<file path="config.mk">
export PLATFORM = sky130hd
export DESIGN_NAME = lock_order_cycle_detector_core
export DESIGN_NICKNAME = d
export VERILOG_FILES = /design/src/locd_pkg.sv /design/src/locd_dfs.sv /design/src/lock_order_cycle_detector_core.sv
export SDC_FILE = /design/constraint.sdc
export NUM_CORES = 1
export LEC_CHECK = 0
export ABC_AREA = 1
export CAP_MARGIN = 15
export CORE_MARGIN = 4
export CORE_UTILIZATION = 34
export CTS_CLUSTER_SIZE = 28
export DETAILED_ROUTE_END_ITERATION = 8
export DONT_BUFFER_PORTS = 1
export PLACE_DENSITY_LB_ADDON = 0.2
export SLEW_MARGIN = 15
export SYNTH_ARGS = -nofsm -noshare
export SYNTH_HDL_FRONTEND = slang
export SYNTH_SLANG_ARGS = --single-unit
</file>
<file path="constraint.sdc">
create_clock -name clk_i -period 9.77 [get_ports clk_i]
set_input_delay 0.4885 -clock clk_i [delete_from_list [all_inputs] [get_ports clk_i]]
set_output_delay 0.4885 -clock clk_i [all_outputs]
set_load 0.02 [all_outputs]
</file>
<file path="src/locd_pkg.sv">
// shared constants, status codes and types for the lock order cycle detector
package locd_pkg;

  localparam int MAX_LOCKS   = 16;
  localparam int NUM_THREADS = 4;
  localparam int STACK_DEPTH = 16;
  localparam int MAX_RESULTS = 16;

  localparam int ID_OUT_W = 4;

  localparam logic [2:0] ST_OK       = 3'd0;
  localparam logic [2:0] ST_MULTI    = 3'd1;
  localparam logic [2:0] ST_INVALID  = 3'd2;
  localparam logic [2:0] ST_DEADLOCK = 3'd3;
  localparam logic [2:0] ST_FULL     = 3'd4;
  localparam logic [2:0] ST_HALTED   = 3'd5;
  localparam logic [2:0] ST_STACK    = 3'd6;

  localparam logic MODE_ACQUIRE = 1'b0;
  localparam logic MODE_RELEASE = 1'b1;

  typedef struct packed {
    logic done;
    logic found;
  } dfs_stat_t;

endpackage

</file>
<file path="src/locd_dfs.sv">
// iterative depth-first search engine with tree parent store
module locd_dfs #(
  parameter int MaxLocks = locd_pkg::MAX_LOCKS,
  parameter int IW       = $clog2(MaxLocks),
  parameter int CW       = $clog2(MaxLocks + 1)
) (
  input  logic                clk_i,
  input  logic                rst_ni,
  input  logic                start_i,
  input  logic [CW-1:0]       count_i,
  input  logic [MaxLocks-1:0] adj_row_i,
  input  logic [IW-1:0]       par_addr_i,
  output logic [IW-1:0]       par_data_o,
  output logic [IW-1:0]       here_o,
  output logic [IW-1:0]       from_o,
  output logic [IW-1:0]       to_o,
  output locd_pkg::dfs_stat_t stat_o
);

  localparam logic [1:0] D_IDLE = 2'd0;
  localparam logic [1:0] D_ROOT = 2'd1;
  localparam logic [1:0] D_SCAN = 2'd2;

  logic [1:0]          state_q, state_d;
  logic [MaxLocks-1:0] seen_q, seen_d, fin_q, fin_d;
  logic [CW-1:0]       root_q, root_d, t_q, t_d;
  logic [IW-1:0]       here_q, here_d, from_q, from_d, to_q, to_d;
  logic [IW-1:0]       parent_q [MaxLocks];
  logic                par_we;
  logic [IW-1:0]       par_wa;
  logic [IW-1:0]       par_ra;
  logic [IW-1:0]       par_rd;
  logic [IW-1:0]       t_idx;
  logic                done_d, found_d;
  logic                done_q, found_q;

  assign par_ra     = (state_q == D_IDLE) ? par_addr_i : here_q;
  assign par_rd     = parent_q[par_ra];
  assign par_data_o = par_rd;
  assign here_o     = here_q;
  assign from_o     = from_q;
  assign to_o       = to_q;
  assign stat_o     = '{done: done_q, found: found_q};
  assign t_idx      = t_q[IW-1:0];

  always_comb begin
    state_d = state_q;
    seen_d  = seen_q;
    fin_d   = fin_q;
    root_d  = root_q;
    t_d     = t_q;
    here_d  = here_q;
    from_d  = from_q;
    to_d    = to_q;
    par_we  = 1'b0;
    par_wa  = t_idx;
    done_d  = 1'b0;
    found_d = found_q;
    unique case (state_q)
      D_IDLE: begin
        if (start_i) begin
          seen_d  = '0;
          fin_d   = '0;
          root_d  = '0;
          state_d = D_ROOT;
        end
      end
      D_ROOT: begin
        if (root_q >= count_i) begin
          done_d  = 1'b1;
          found_d = 1'b0;
          state_d = D_IDLE;
        end else if (seen_q[root_q[IW-1:0]]) begin
          root_d = root_q + 1'b1;
        end else begin
          seen_d[root_q[IW-1:0]] = 1'b1;
          here_d  = root_q[IW-1:0];
          t_d     = '0;
          state_d = D_SCAN;
        end
      end
      D_SCAN: begin
        if (t_q >= count_i) begin
          fin_d[here_q] = 1'b1;
          if (CW'(here_q) == root_q) begin
            root_d  = root_q + 1'b1;
            state_d = D_ROOT;
          end else begin
            t_d    = CW'(here_q) + 1'b1;
            here_d = par_rd;
          end
        end else if (!adj_row_i[t_idx]) begin
          t_d = t_q + 1'b1;
        end else if (!seen_q[t_idx]) begin
          par_we        = 1'b1;
          par_wa        = t_idx;
          seen_d[t_idx] = 1'b1;
          here_d        = t_idx;
          t_d           = '0;
        end else if (!fin_q[t_idx]) begin
          from_d  = here_q;
          to_d    = t_idx;
          done_d  = 1'b1;
          found_d = 1'b1;
          state_d = D_IDLE;
        end else begin
          t_d = t_q + 1'b1;
        end
      end
      default: state_d = D_IDLE;
    endcase
  end

  always_ff @(posedge clk_i or negedge rst_ni) begin
    if (!rst_ni) begin
      state_q <= D_IDLE;
      seen_q  <= '0;
      fin_q   <= '0;
      done_q  <= 1'b0;
      found_q <= 1'b0;
    end else begin
      state_q <= state_d;
      seen_q  <= seen_d;
      fin_q   <= fin_d;
      done_q  <= done_d;
      found_q <= found_d;
    end
  end

  always_ff @(posedge clk_i) begin
    root_q <= root_d;
    t_q    <= t_d;
    here_q <= here_d;
    from_q <= from_d;
    to_q   <= to_d;
    if (par_we) begin
      parent_q[par_wa] <= here_q;
    end
  end

endmodule

</file>
<file path="src/lock_order_cycle_detector_core.sv">
// top level: key lookup, held-lock stacks, order matrix and result sequencing
//
//  port group   dir  handshake              contents
//  in           in   in_valid_i/in_ready_o  mode, thread, lock_key
//  out          out  out_valid_o/out_ready_i status, lock_id, edge_from, edge_to, last
//
// one item at a time: key lookup checks the known keys in turn (up to MaxLocks),
// then the result and stack update are decided; a new order edge starts a search
// that steps one adjacency bit per cycle.
// a deadlock sends up to MAX_RESULTS items, one per accepted output.
// reset clears counts, heights, the order matrix and the halt flag.
// in_ready_o is low while an item is in work or a result waits.
module lock_order_cycle_detector_core #(
  parameter int MaxLocks   = locd_pkg::MAX_LOCKS,
  parameter int NumThreads = locd_pkg::NUM_THREADS,
  parameter int StackDepth = locd_pkg::STACK_DEPTH
) (
  input  logic        clk_i,
  input  logic        rst_ni,
  input  logic        in_valid_i,
  output logic        in_ready_o,
  input  logic        mode_i,
  input  logic [1:0]  thread_i,
  input  logic [15:0] lock_key_i,
  output logic        out_valid_o,
  input  logic        out_ready_i,
  output logic [2:0]  status_o,
  output logic [3:0]  lock_id_o,
  output logic [3:0]  edge_from_o,
  output logic [3:0]  edge_to_o,
  output logic        last_o
);

  localparam int IW  = $clog2(MaxLocks);
  localparam int CW  = $clog2(MaxLocks + 1);
  localparam int TW  = (NumThreads > 1) ? $clog2(NumThreads) : 1;
  localparam int HW  = $clog2(StackDepth + 1);
  localparam int MD  = NumThreads * StackDepth;
  localparam int AW  = $clog2(MD);
  localparam int OW  = locd_pkg::ID_OUT_W;
  localparam int ChainMax = (locd_pkg::MAX_RESULTS - 1 < MaxLocks) ?
                            locd_pkg::MAX_RESULTS - 1 : MaxLocks;

  localparam logic [2:0] S_IDLE  = 3'd0;
  localparam logic [2:0] S_LOOK  = 3'd1;
  localparam logic [2:0] S_DEC   = 3'd2;
  localparam logic [2:0] S_SRCH  = 3'd3;
  localparam logic [2:0] S_CHAIN = 3'd4;

  logic [2:0]          state_q, state_d;
  logic                halted_q, halted_d;
  logic [CW-1:0]       count_q, count_d;
  logic [15:0]         keys_q [MaxLocks];
  logic [MaxLocks-1:0] adj_q [MaxLocks];
  logic [HW-1:0]       hgt_q [NumThreads];
  logic [IW-1:0]       held_mem [MD];
  logic [IW-1:0]       top_q;

  logic                mode_q;
  logic [TW-1:0]       th_q;
  logic [15:0]         key_q;
  logic [CW-1:0]       idx_q, idx_d;
  logic [IW-1:0]       id_q, id_d;
  logic                fnd_q, fnd_d;
  logic [HW-1:0]       h_q;
  logic [IW-1:0]       now_q, now_d;
  logic [IW-1:0]       to_q, to_d;
  logic [3:0]          cnt_q, cnt_d;

  logic                ov_q, ov_d, olast_q, olast_d;
  logic [2:0]          ost_q, ost_d;
  logic [OW-1:0]       oid_q, oid_d, ofr_q, ofr_d, oto_q, oto_d;

  logic [4:0]          th_ext;
  logic [TW-1:0]       th_in;
  logic [HW-1:0]       h_in;
  logic [AW-1:0]       rd_addr, wr_addr;
  logic                accept;
  logic                key_we, adj_set, push, pop, dfs_start;
  logic [IW-1:0]       id_n;
  logic [IW-1:0]       adj_addr;
  logic [MaxLocks-1:0] adj_row;

  logic [IW-1:0]       dfs_here, dfs_from, dfs_to, par_data;
  locd_pkg::dfs_stat_t dfs_stat;

  always_comb begin
    th_ext = {3'b000, thread_i};
    for (int k = 0; k < 4; k++) begin
      if (th_ext >= 5'(NumThreads)) begin
        th_ext = th_ext - 5'(NumThreads);
      end
    end
  end
  assign th_in = TW'(th_ext);
  assign h_in  = hgt_q[th_in];

  assign accept     = in_valid_i && in_ready_o;
  assign in_ready_o = (state_q == S_IDLE) && !ov_q;
  assign rd_addr    = AW'(th_in) * AW'(StackDepth) + AW'(h_in - 1'b1);
  assign wr_addr    = AW'(th_q) * AW'(StackDepth) + AW'(h_q);

  assign adj_addr = (state_q == S_SRCH) ? dfs_here : top_q;
  assign adj_row  = adj_q[adj_addr];

  assign out_valid_o = ov_q;
  assign status_o    = ost_q;
  assign lock_id_o   = oid_q;
  assign edge_from_o = ofr_q;
  assign edge_to_o   = oto_q;
  assign last_o      = olast_q;

  locd_dfs #(
    .MaxLocks(MaxLocks),
    .IW      (IW),
    .CW      (CW)
  ) u_dfs (
    .clk_i     (clk_i),
    .rst_ni    (rst_ni),
    .start_i   (dfs_start),
    .count_i   (count_q),
    .adj_row_i (adj_row),
    .par_addr_i(now_q),
    .par_data_o(par_data),
    .here_o    (dfs_here),
    .from_o    (dfs_from),
    .to_o      (dfs_to),
    .stat_o    (dfs_stat)
  );

  always_comb begin
    state_d   = state_q;
    halted_d  = halted_q;
    count_d   = count_q;
    idx_d     = idx_q;
    id_d      = id_q;
    fnd_d     = fnd_q;
    now_d     = now_q;
    to_d      = to_q;
    cnt_d     = cnt_q;
    ov_d      = ov_q && !out_ready_i;
    ost_d     = ost_q;
    oid_d     = oid_q;
    ofr_d     = ofr_q;
    oto_d     = oto_q;
    olast_d   = olast_q;
    key_we    = 1'b0;
    adj_set   = 1'b0;
    push      = 1'b0;
    pop       = 1'b0;
    dfs_start = 1'b0;
    id_n      = id_q;
    unique case (state_q)
      S_IDLE: begin
        if (accept) begin
          if (halted_q) begin
            ov_d = 1'b1; ost_d = locd_pkg::ST_HALTED; oid_d = '0;
            ofr_d = '0; oto_d = '0; olast_d = 1'b1;
          end else begin
            idx_d   = '0;
            fnd_d   = 1'b0;
            state_d = S_LOOK;
          end
        end
      end
      S_LOOK: begin
        if (idx_q == count_q) begin
          state_d = S_DEC;
        end else if (keys_q[idx_q[IW-1:0]] == key_q) begin
          fnd_d   = 1'b1;
          id_d    = idx_q[IW-1:0];
          state_d = S_DEC;
        end else begin
          idx_d = idx_q + 1'b1;
        end
      end
      S_DEC: begin
        state_d = S_IDLE;
        ov_d    = 1'b1;
        ofr_d   = '0;
        oto_d   = '0;
        olast_d = 1'b1;
        oid_d   = fnd_q ? OW'(id_q) : '0;
        if (mode_q == locd_pkg::MODE_RELEASE) begin
          if (h_q == '0) begin
            ost_d = locd_pkg::ST_MULTI;
          end else if (!fnd_q || top_q != id_q) begin
            ost_d = locd_pkg::ST_INVALID;
          end else begin
            pop   = 1'b1;
            ost_d = locd_pkg::ST_OK;
          end
        end else if (h_q >= HW'(StackDepth)) begin
          ost_d = locd_pkg::ST_STACK;
        end else if (!fnd_q && count_q >= CW'(MaxLocks)) begin
          ost_d = locd_pkg::ST_FULL;
        end else begin
          if (!fnd_q) begin
            id_n    = count_q[IW-1:0];
            key_we  = 1'b1;
            count_d = count_q + 1'b1;
          end
          id_d  = id_n;
          oid_d = OW'(id_n);
          ost_d = locd_pkg::ST_OK;
          if (h_q != '0 && top_q != id_n && !adj_row[id_n]) begin
            adj_set   = 1'b1;
            dfs_start = 1'b1;
            ov_d      = 1'b0;
            state_d   = S_SRCH;
          end else begin
            push = 1'b1;
          end
        end
      end
      S_SRCH: begin
        if (dfs_stat.done) begin
          ov_d  = 1'b1;
          oid_d = OW'(id_q);
          if (dfs_stat.found) begin
            halted_d = 1'b1;
            ost_d    = locd_pkg::ST_DEADLOCK;
            ofr_d    = OW'(dfs_from);
            oto_d    = OW'(dfs_to);
            olast_d  = 1'b0;
            now_d    = dfs_from;
            to_d     = dfs_to;
            cnt_d    = '0;
            state_d  = S_CHAIN;
          end else begin
            push    = 1'b1;
            ost_d   = locd_pkg::ST_OK;
            ofr_d   = '0;
            oto_d   = '0;
            olast_d = 1'b1;
            state_d = S_IDLE;
          end
        end
      end
      S_CHAIN: begin
        if (!ov_q) begin
          ov_d    = 1'b1;
          ost_d   = locd_pkg::ST_DEADLOCK;
          ofr_d   = OW'(par_data);
          oto_d   = OW'(now_q);
          olast_d = (par_data == to_q) || (cnt_q == 4'(ChainMax - 1));
          now_d   = par_data;
          cnt_d   = cnt_q + 1'b1;
          if ((par_data == to_q) || (cnt_q == 4'(ChainMax - 1))) begin
            state_d = S_IDLE;
          end
        end
      end
      default: state_d = S_IDLE;
    endcase
  end

  always_ff @(posedge clk_i or negedge rst_ni) begin
    if (!rst_ni) begin
      state_q  <= S_IDLE;
      halted_q <= 1'b0;
      count_q  <= '0;
      ov_q     <= 1'b0;
      for (int i = 0; i < MaxLocks; i++) begin
        adj_q[i] <= '0;
      end
      for (int i = 0; i < NumThreads; i++) begin
        hgt_q[i] <= '0;
      end
    end else begin
      state_q  <= state_d;
      halted_q <= halted_d;
      count_q  <= count_d;
      ov_q     <= ov_d;
      if (adj_set) begin
        adj_q[top_q][id_n] <= 1'b1;
      end
      if (push) begin
        hgt_q[th_q] <= h_q + 1'b1;
      end else if (pop) begin
        hgt_q[th_q] <= h_q - 1'b1;
      end
    end
  end

  always_ff @(posedge clk_i) begin
    if (accept) begin
      mode_q <= mode_i;
      th_q   <= th_in;
      key_q  <= lock_key_i;
      h_q    <= h_in;
      top_q  <= held_mem[rd_addr];
    end
    if (push) begin
      held_mem[wr_addr] <= id_n;
    end
    if (key_we) begin
      keys_q[count_q[IW-1:0]] <= key_q;
    end
    idx_q   <= idx_d;
    id_q    <= id_d;
    fnd_q   <= fnd_d;
    now_q   <= now_d;
    to_q    <= to_d;
    cnt_q   <= cnt_d;
    ost_q   <= ost_d;
    oid_q   <= oid_d;
    ofr_q   <= ofr_d;
    oto_q   <= oto_d;
    olast_q <= olast_d;
  end

endmodule

</file>
Word level (Yosys, flattened, before mapping)
Memory sizes are Yosys's and may differ from the RTL's. A register that Yosys moved wholly into a read port is not among the register bits.
Index checks and enable logic that the tools add are counted.
{"block": "word_totals", "register_bits": 406, "in_bits": 23, "ramBits": 576, "word_cells": 387, "mem_count": 3, "out_inout_bits": 18}
{"block": "classes", "add_sub_neg": 11, "eq_ne": 44, "bitwise_logic": 14, "mux": 199, "magnitude_cmp": 19, "reduce_logical": 48}
{"name": "held_mem", "depth": 64, "width": 4, "read_ports": 1, "rd_clocked_by_memory_dff": 1, "wr": 1, "line_no": "lock_order_cycle_detector_core.sv:56", "source": "logic [IW-1:0] held_mem [MD];"}
{"name": "keys_q", "depth": 16, "width": 16, "read_ports": 1, "rd_clocked_by_memory_dff": 1, "wr": 1, "line_no": "lock_order_cycle_detector_core.sv:53", "source": "logic [15:0] keys_q [MaxLocks];"}
{"name": "u_dfs.parent_q", "depth": 16, "width": 4, "read_ports": 1, "rd_clocked_by_memory_dff": 0, "wr": 1, "line_no": "locd_dfs.sv:28", "source": "logic [IW-1:0] parent_q [MaxLocks];"}
{"op": "$or A256 B256 Y256", "count": 1}
{"op": "$mux W16", "count": 10}
{"op": "$mux W4", "count": 38}
{"op": "$mux W5", "count": 19}
{"op": "$bmux W16 S4", "count": 1}
{"op": "$demux W16 S4", "count": 1}
{"op": "$mux W1", "count": 64}
{"op": "$or A16 B16 Y16", "count": 3}
{"op": "$pmux W16 S3", "count": 1}
{"op": "$mux W3", "count": 15}
{"op": "$bwmux W20", "count": 2}
{"op": "$mux W20", "count": 2}
{"op": "$pmux W16 S2", "count": 1}
{"op": "$pmux W4 S2", "count": 4}
{"op": "$pmux W4 S4", "count": 2}
{"op": "$mux W2", "count": 15}
{"op": "$reduce_and A5 Y1", "count": 6}
{"op": "$reduce_and A6 Y1", "count": 5}
{"op": "$ne A2 B2 Y1 const B", "count": 14}
{"op": "$add A5 B1 Y5 const B", "count": 5}
{"op": "$lt A4 B5 Y1 const B", "count": 5}
{"op": "$bmux W1 S4", "count": 5}
{"op": "$ge A5 B5 Y1 const B", "count": 4}
{"op": "$pmux W5 S2", "count": 2}
{"op": "53 further kinds", "count": 110}

Longest topological paths before layout
{"block": "logic_depth", "ltp_word": 17, "depth_mapped": 22}

Hierarchy
Synthesis repeated with hierarchy kept, for this count alone.
{"block": "hier_totals", "hier_cells": 4518, "hier_area_um2": 44784.2}
{"module": "lock_order_cycle_detector_core", "area_per_inst_um2": 37773.7, "cells_each": 3684, "seq_area_each_um2": 24593.6, "n_inst": 1}
{"module": "locd_dfs", "area_per_inst_um2": 7010.5, "cells_each": 834, "seq_area_each_um2": 3483.3, "n_inst": 1}

Worst setup path before layout
OpenSTA, ideal clock, no wires.
{"block": "synth_timing", "path_type": "register to register", "startpoint": "register state_q[1]", "endpoint": "register adj_q[111] in the netlist's numbering", "path_buffers": 3, "slack_ns": 4.836, "path_stages_with_launch": 13, "arrival_time_ns": 4.852, "path_cell_list": "dfrtp_1 buf_4 inv_1 nor2_1 inv_1 nor2_1 buf_2 o21ai_0 nand2_1 nor2_1 clkbuf_1 nand2_1 o21ai_0"}
{"block": "synth_between", "word_cells_on_any_way": 25, "classes_between": "order compare: 2; eq/ne: 2; mux: 16; bitwise: 2; reduce/logical: 3"}
{"item": "start, declared", "line_no": "lock_order_cycle_detector_core.sv:50", "source": "logic [2:0] state_q, state_d;"}
{"item": "start signal, assigned", "line_no": "lock_order_cycle_detector_core.sv:271", "source": "state_q <= state_d;"}
{"item": "$eq A3 B2 Y1 *", "line_no": "lock_order_cycle_detector_core.sv:153", "source": "unique case (state_q)"}
{"item": "$mux W4 *", "line_no": "lock_order_cycle_detector_core.sv:153"}
{"item": "net id_n[0]", "line_no": "lock_order_cycle_detector_core.sv:80", "source": "logic [IW-1:0] id_n;"}
{"item": "$lt A4 B5 Y1 (not written as such) / $ge A4 B1 Y1 (equally long branches)", "line_no": "lock_order_cycle_detector_core.sv:276", "source": "adj_q[top_q][id_n] <= 1'b1;"}
{"item": "$logic_and A1 B1 Y1 (not written as such)", "line_no": "lock_order_cycle_detector_core.sv:276"}
{"item": "$mux W1 (not written as such)", "line_no": "lock_order_cycle_detector_core.sv:276"}
{"item": "$demux W1 S4 *", "line_no": "lock_order_cycle_detector_core.sv:276"}
{"item": "$mux W16 (not written as such) *", "line_no": "lock_order_cycle_detector_core.sv:276"}
{"item": "$demux W16 S4 *", "line_no": "lock_order_cycle_detector_core.sv:276"}
{"item": "$or A256 B256 Y256 (no source line) *"}
{"item": "end signal, assigned by index", "line_no": "lock_order_cycle_detector_core.sv:265", "source": "adj_q[i] <= '0;"}
{"item": "end signal, assigned by index", "line_no": "lock_order_cycle_detector_core.sv:276"}
{"item": "end, declared", "line_no": "lock_order_cycle_detector_core.sv:54", "source": "logic [MaxLocks-1:0] adj_q [MaxLocks];"}
The timed path passes the listed nets; every way through them passes the cells marked *. The select of a mux whose other input is x is not followed.
A chain may end at the register's enable or synchronous reset.

Final worst setup path
{"block": "layout_timing", "startpoint": "register state_q[0]", "endpoint": "memory held_mem[47][2] in the netlist's numbering, enable pin"}
{"block": "layout_between", "elab_chain_cells": 17, "word_cells_on_any_way": 18, "classes_between": "eq/ne: 2; mux: 13; bitwise: 1; reduce/logical: 2"}
{"item": "$eq A3 B2 Y1", "line_no": "lock_order_cycle_detector_core.sv:103, lock_order_cycle_detector_core.sv:153"}
{"item": "$mux W4", "line_no": "lock_order_cycle_detector_core.sv:103", "source": "assign adj_addr = (state_q == S_SRCH) ? dfs_here : top_q;"}
{"item": "$not A4 Y5 (not written as such)", "line_no": "lock_order_cycle_detector_core.sv:104", "source": "assign adj_row = adj_q[adj_addr];"}
{"item": "$bmux W16 S4", "line_no": "lock_order_cycle_detector_core.sv:104"}
{"item": "$mux W16 (not written as such) (2 in a row)", "line_no": "lock_order_cycle_detector_core.sv:104"}
{"item": "$bmux W1 S4", "line_no": "lock_order_cycle_detector_core.sv:206", "source": "if (h_q != '0 && top_q != id_n && !adj_row[id_n]) begin"}
{"item": "$mux W1 (not written as such)", "line_no": "lock_order_cycle_detector_core.sv:206"}
{"item": "$logic_not A1 Y1", "line_no": "lock_order_cycle_detector_core.sv:206"}
{"item": "$logic_and A1 B1 Y1", "line_no": "lock_order_cycle_detector_core.sv:206"}
{"item": "$mux W1", "line_no": "lock_order_cycle_detector_core.sv:206"}
{"item": "$mux W1", "line_no": "lock_order_cycle_detector_core.sv:195", "source": "end else if (!fnd_q && count_q >= CW'(MaxLocks)) begin"}
{"item": "$mux W1", "line_no": "lock_order_cycle_detector_core.sv:193", "source": "end else if (h_q >= HW'(StackDepth)) begin"}
{"item": "$mux W1", "line_no": "lock_order_cycle_detector_core.sv:184", "source": "if (mode_q == locd_pkg::MODE_RELEASE) begin"}
{"item": "$pmux W1 S2 *", "line_no": "lock_order_cycle_detector_core.sv:153"}
{"item": "$mux W1 *", "line_no": "lock_order_cycle_detector_core.sv:294", "source": "if (push) begin"}
{"item": "$mux W1 (not written as such) *", "line_no": "lock_order_cycle_detector_core.sv:295", "source": "held_mem[wr_addr] <= id_n;"}
{"item": "end, declared", "line_no": "lock_order_cycle_detector_core.sv:56"}
Every way passes the cells marked *; elsewhere a longest branch is shown, timed or not. The select of a mux whose other input is x is not followed.

==> metrics.cfg <==
[outcome]
status=completed

[worst_setup_path]
beginning_of_the_worst_register_to_register_path=state_q[0]
setup.worst_path.end_class=flop
critical_path_startpoint=state_q[0]
setup.worst_path.class=flop to flop
data_required_time_at_the_worst_endpoint_ns=10.17
startpoint_type=flop
critPathMaxFanout=57
worst_ep_arrival_time_ns=5.86

[route]
vias=32300
route.detailed.drc=0
initialDrtViolationCount=2991
drt-vias-per-instance=5.16
routed_wirelength_normalized_by_instance_count_um=20.8
detailedRoute.firstPassIterationCount=5
detail_route.wirelength_um=130000
ant_nets=0

[global_route]
grt_pass1_vias=31400
global_route_total_usage_across_every_layer_pct=18.7
grt_max_degree=323
gr-max-usage-layer=met2
grt_antenna_before_repair=4
grtUsageMet2_pct=31.0
grt_pass1_wl_um=197000
globalRouteOverflowTotal=0
groute.layer.met1.usage_pct=25.4
grt_use_met3_pct=2.64

[placed_design]
placedCellCount=6023
dpl.hpwl_um=77500
port_buffers=0
placer_s_final_routability_congestion_estimate=0.854

[clock_tree]
clkTransAtPathRegs_ns=0.06
clkLatencyLatePin_ns=0.74
numCtsBuffers=108
cts_num_sinks=990
root_buffer=sky130_fd_sc_hd__clkbuf_16
ctsHtreeMaxLevel=3
tritoncts=yes
clk_path_buf_depth=3
postCtsResizedCells=0

[logic_synthesis]
synth_area_leaders=sky130_fd_sc_hd__edfxtp_1 (45%), sky130_fd_sc_hd__dfrtp_1 (18%), sky130_fd_sc_hd__o21ai_0 (7.4%)
async_flop_share_pct=32.5
synth_ff_type=sky130_fd_sc_hd__edfxtp_1
synth_seq_area_share_pct=63.0
synth_most_common_cell=sky130_fd_sc_hd__nand2_1
yosys-top-cells-count=sky130_fd_sc_hd__nand2_1 (776), sky130_fd_sc_hd__edfxtp_1 (664), sky130_fd_sc_hd__o21ai_0 (656)
ys_seq_elements=990
post-synth-top-area-fraction_pct=44.8
syn_area_per_cell_um2=9.97
synthesis.nets=4534
synth-warning-count=0
synth_enable_flop_cells=664
netlist_area_mm2=0.0446
synth.largest_area_cell=sky130_fd_sc_hd__edfxtp_1
distinct_cells_synth=55
synth_cells=4469

[finish]
flow.area_growth_from_synthesis_pct=12.9
nNetsFinal=4481
final_util_pct=38.8
fin_cells=6251
post_route_cells_drive_above_1_share_pct=6.94

[sta]
finalClockSkew_ns=0.0481
setup_viol_count_final=0
rsz0062_at_grt=false
whs_ns=0.129
fmaxAchievable_ghz=0.183
fin_tns_setup_ns=0
post-route-min-period_ns=5.46
slew_headroom_pct=19.3
drv_slew=0
final_hold_viols=0
final.period_utilization_pct=55.9
worst_pin_slew_ns=1.21

[floorplanning]
design.die.area_mm2=0.137
design.portCount=41
initial_core_util_pct=34.3
floorplan.core_area_mm2=0.130
die_h_um=370
fp-row-count=132
die-width_um=370

[job]
max_cap_viol_count=0

[power]
p_total_w=0.0151
power_density_mw_per_mm2=300
peak_supply_drop_v=0.000181
leakagePower_nw=18.6

[hold_path]
hold_path.startpoint=thread_i[0]
hold_class=primary input to flop

==> layout make-up <==
type                            instances  area (um2)
Antenna cell                            1        2.50
Tap cell                             1742        2180
Sequential cell                       990       28100
Multi-Input combinational cell       2812       14000
Clock inverter                         54         618
Fill cell                           13000       79500
Clock buffer                          148        3010
Timing Repair Buffer                  107         928
Inverter                              397        1490
==> final timing paths <==
kind / end / slack [ns] / cells after the start
min in group asynchronous: adj_q[18] / 0.30 / 2
setup reg to reg: held_mem[47][2] / 4.31 / 17
setup / recovery: held_mem[47][2] / 4.31 / 17
hold / removal: h_q[4] / 0.13 / 2
max in group asynchronous: count_q[3] / 8.34 / 3
hold reg to reg: adj_q[210] / 0.38 / 0
==> flip-flops by register name (all words and copies together), names as in the netlist, 5 cells and up, named ones only <==
name	flops
keys_q	256
key_q	16
u_dfs.parent_q	64
u_dfs.root_q	5
adj_q	256
u_dfs.seen_q	16
idx_q	5
h_q	5
u_dfs.fin_q	16
u_dfs.t_q	5
count_q	5
held_mem	256
hgt_q	20
==> where the power goes <==
| part | internal [W] | switching, W | total, W |
|---|---|---|---|
| Clock | 0.00245 | 0.00174 | 0.00418 |
| Combinational | 0.00142 | 0.00401 | 0.00543 |
| Sequential | 0.00509 | 0.000365 | 0.00545 |
| Total | 0.00896 | 0.00611 | 0.0151 |
==> worst max-delay path: stages, from the launching register on <==
cell and delay (ns):
sky130_fd_sc_hd__dfrtp_1 0.56, sky130_fd_sc_hd__nand4_2 0.38, sky130_fd_sc_hd__nand2_4 0.64, sky130_fd_sc_hd__buf_4 0.60, sky130_fd_sc_hd__nand2_1 0.09, sky130_fd_sc_hd__o21ai_0 0.09, sky130_fd_sc_hd__nand2_1 0.07, sky130_fd_sc_hd__nand3_1 0.11
sky130_fd_sc_hd__nand3_1 0.10, sky130_fd_sc_hd__nand3_1 0.11, sky130_fd_sc_hd__nand3_1 0.08, sky130_fd_sc_hd__nand3_1 0.16, sky130_fd_sc_hd__nand3_2 0.13, sky130_fd_sc_hd__nand3_2 0.17, sky130_fd_sc_hd__nand2_4 0.13, sky130_fd_sc_hd__nand2_1 0.77
sky130_fd_sc_hd__nand2_1 0.41, sky130_fd_sc_hd__nor2_1 0.42
==> metrics by stage <==
stage	instance area [um2]	worst slack, ns
2_1_floorplan	44600	4.84
6_report	50300	4.31
5_1_grt	50300	3.89
4_1_cts	50200	4.36
3_5_place_dp	46400	4.38
3_3_place_gp	46400	4.48
==> placed cells by master, fill, tap and decap left out, types with 63 or more instances in the layout <==
cell type,netlist,final
sky130_fd_sc_hd__o22ai_1,77,77
sky130_fd_sc_hd__nand3_1,332,331
sky130_fd_sc_hd__a21oi_1,63,63
sky130_fd_sc_hd__inv_1,389,387
sky130_fd_sc_hd__o211ai_1,66,66
sky130_fd_sc_hd__buf_4,13,82
sky130_fd_sc_hd__o221ai_1,76,76
sky130_fd_sc_hd__edfxtp_1,664,664
sky130_fd_sc_hd__o21ai_0,656,652
sky130_fd_sc_hd__nor2_1,520,501
sky130_fd_sc_hd__nand2_1,776,774
sky130_fd_sc_hd__dfrtp_1,322,322
sky130_fd_sc_hd__clkbuf_16,0,110
==> cells by family after synthesis <==
group / Yosys count / share of synthesized area [%]
buffers and inverters: 667 / 5.93
XOR/XNOR: 45 / 0.885
flip-flops: 990 / 63.0
AND/OR/NAND/NOR: 1680 / 15.6
multiplexers: 2 / 0.0449
AO/OA/AOI/OAI: 1043 / 13.3
adder cells (fa/ha/maj): 42 / 1.20
==> routing by layer <==
| metal | routed length, um | up-vias |
|---|---|---|
| met5 | 0 | - |
| met4 | 3790 | 0 |
| met3 | 5940 | 214 |
| met2 | 62300 | 810 |
| met1 | 57800 | 16000 |
| li1 | - | 15300 |
==> timing repair <==
item / 4_1_cts / 5_1_grt
endpoints found under the hold margin: 342 / 64
buffers inserted: 0 / 0
hold buffers: 21 / 1
No activity file was read; power rests on OpenSTA's default activity.
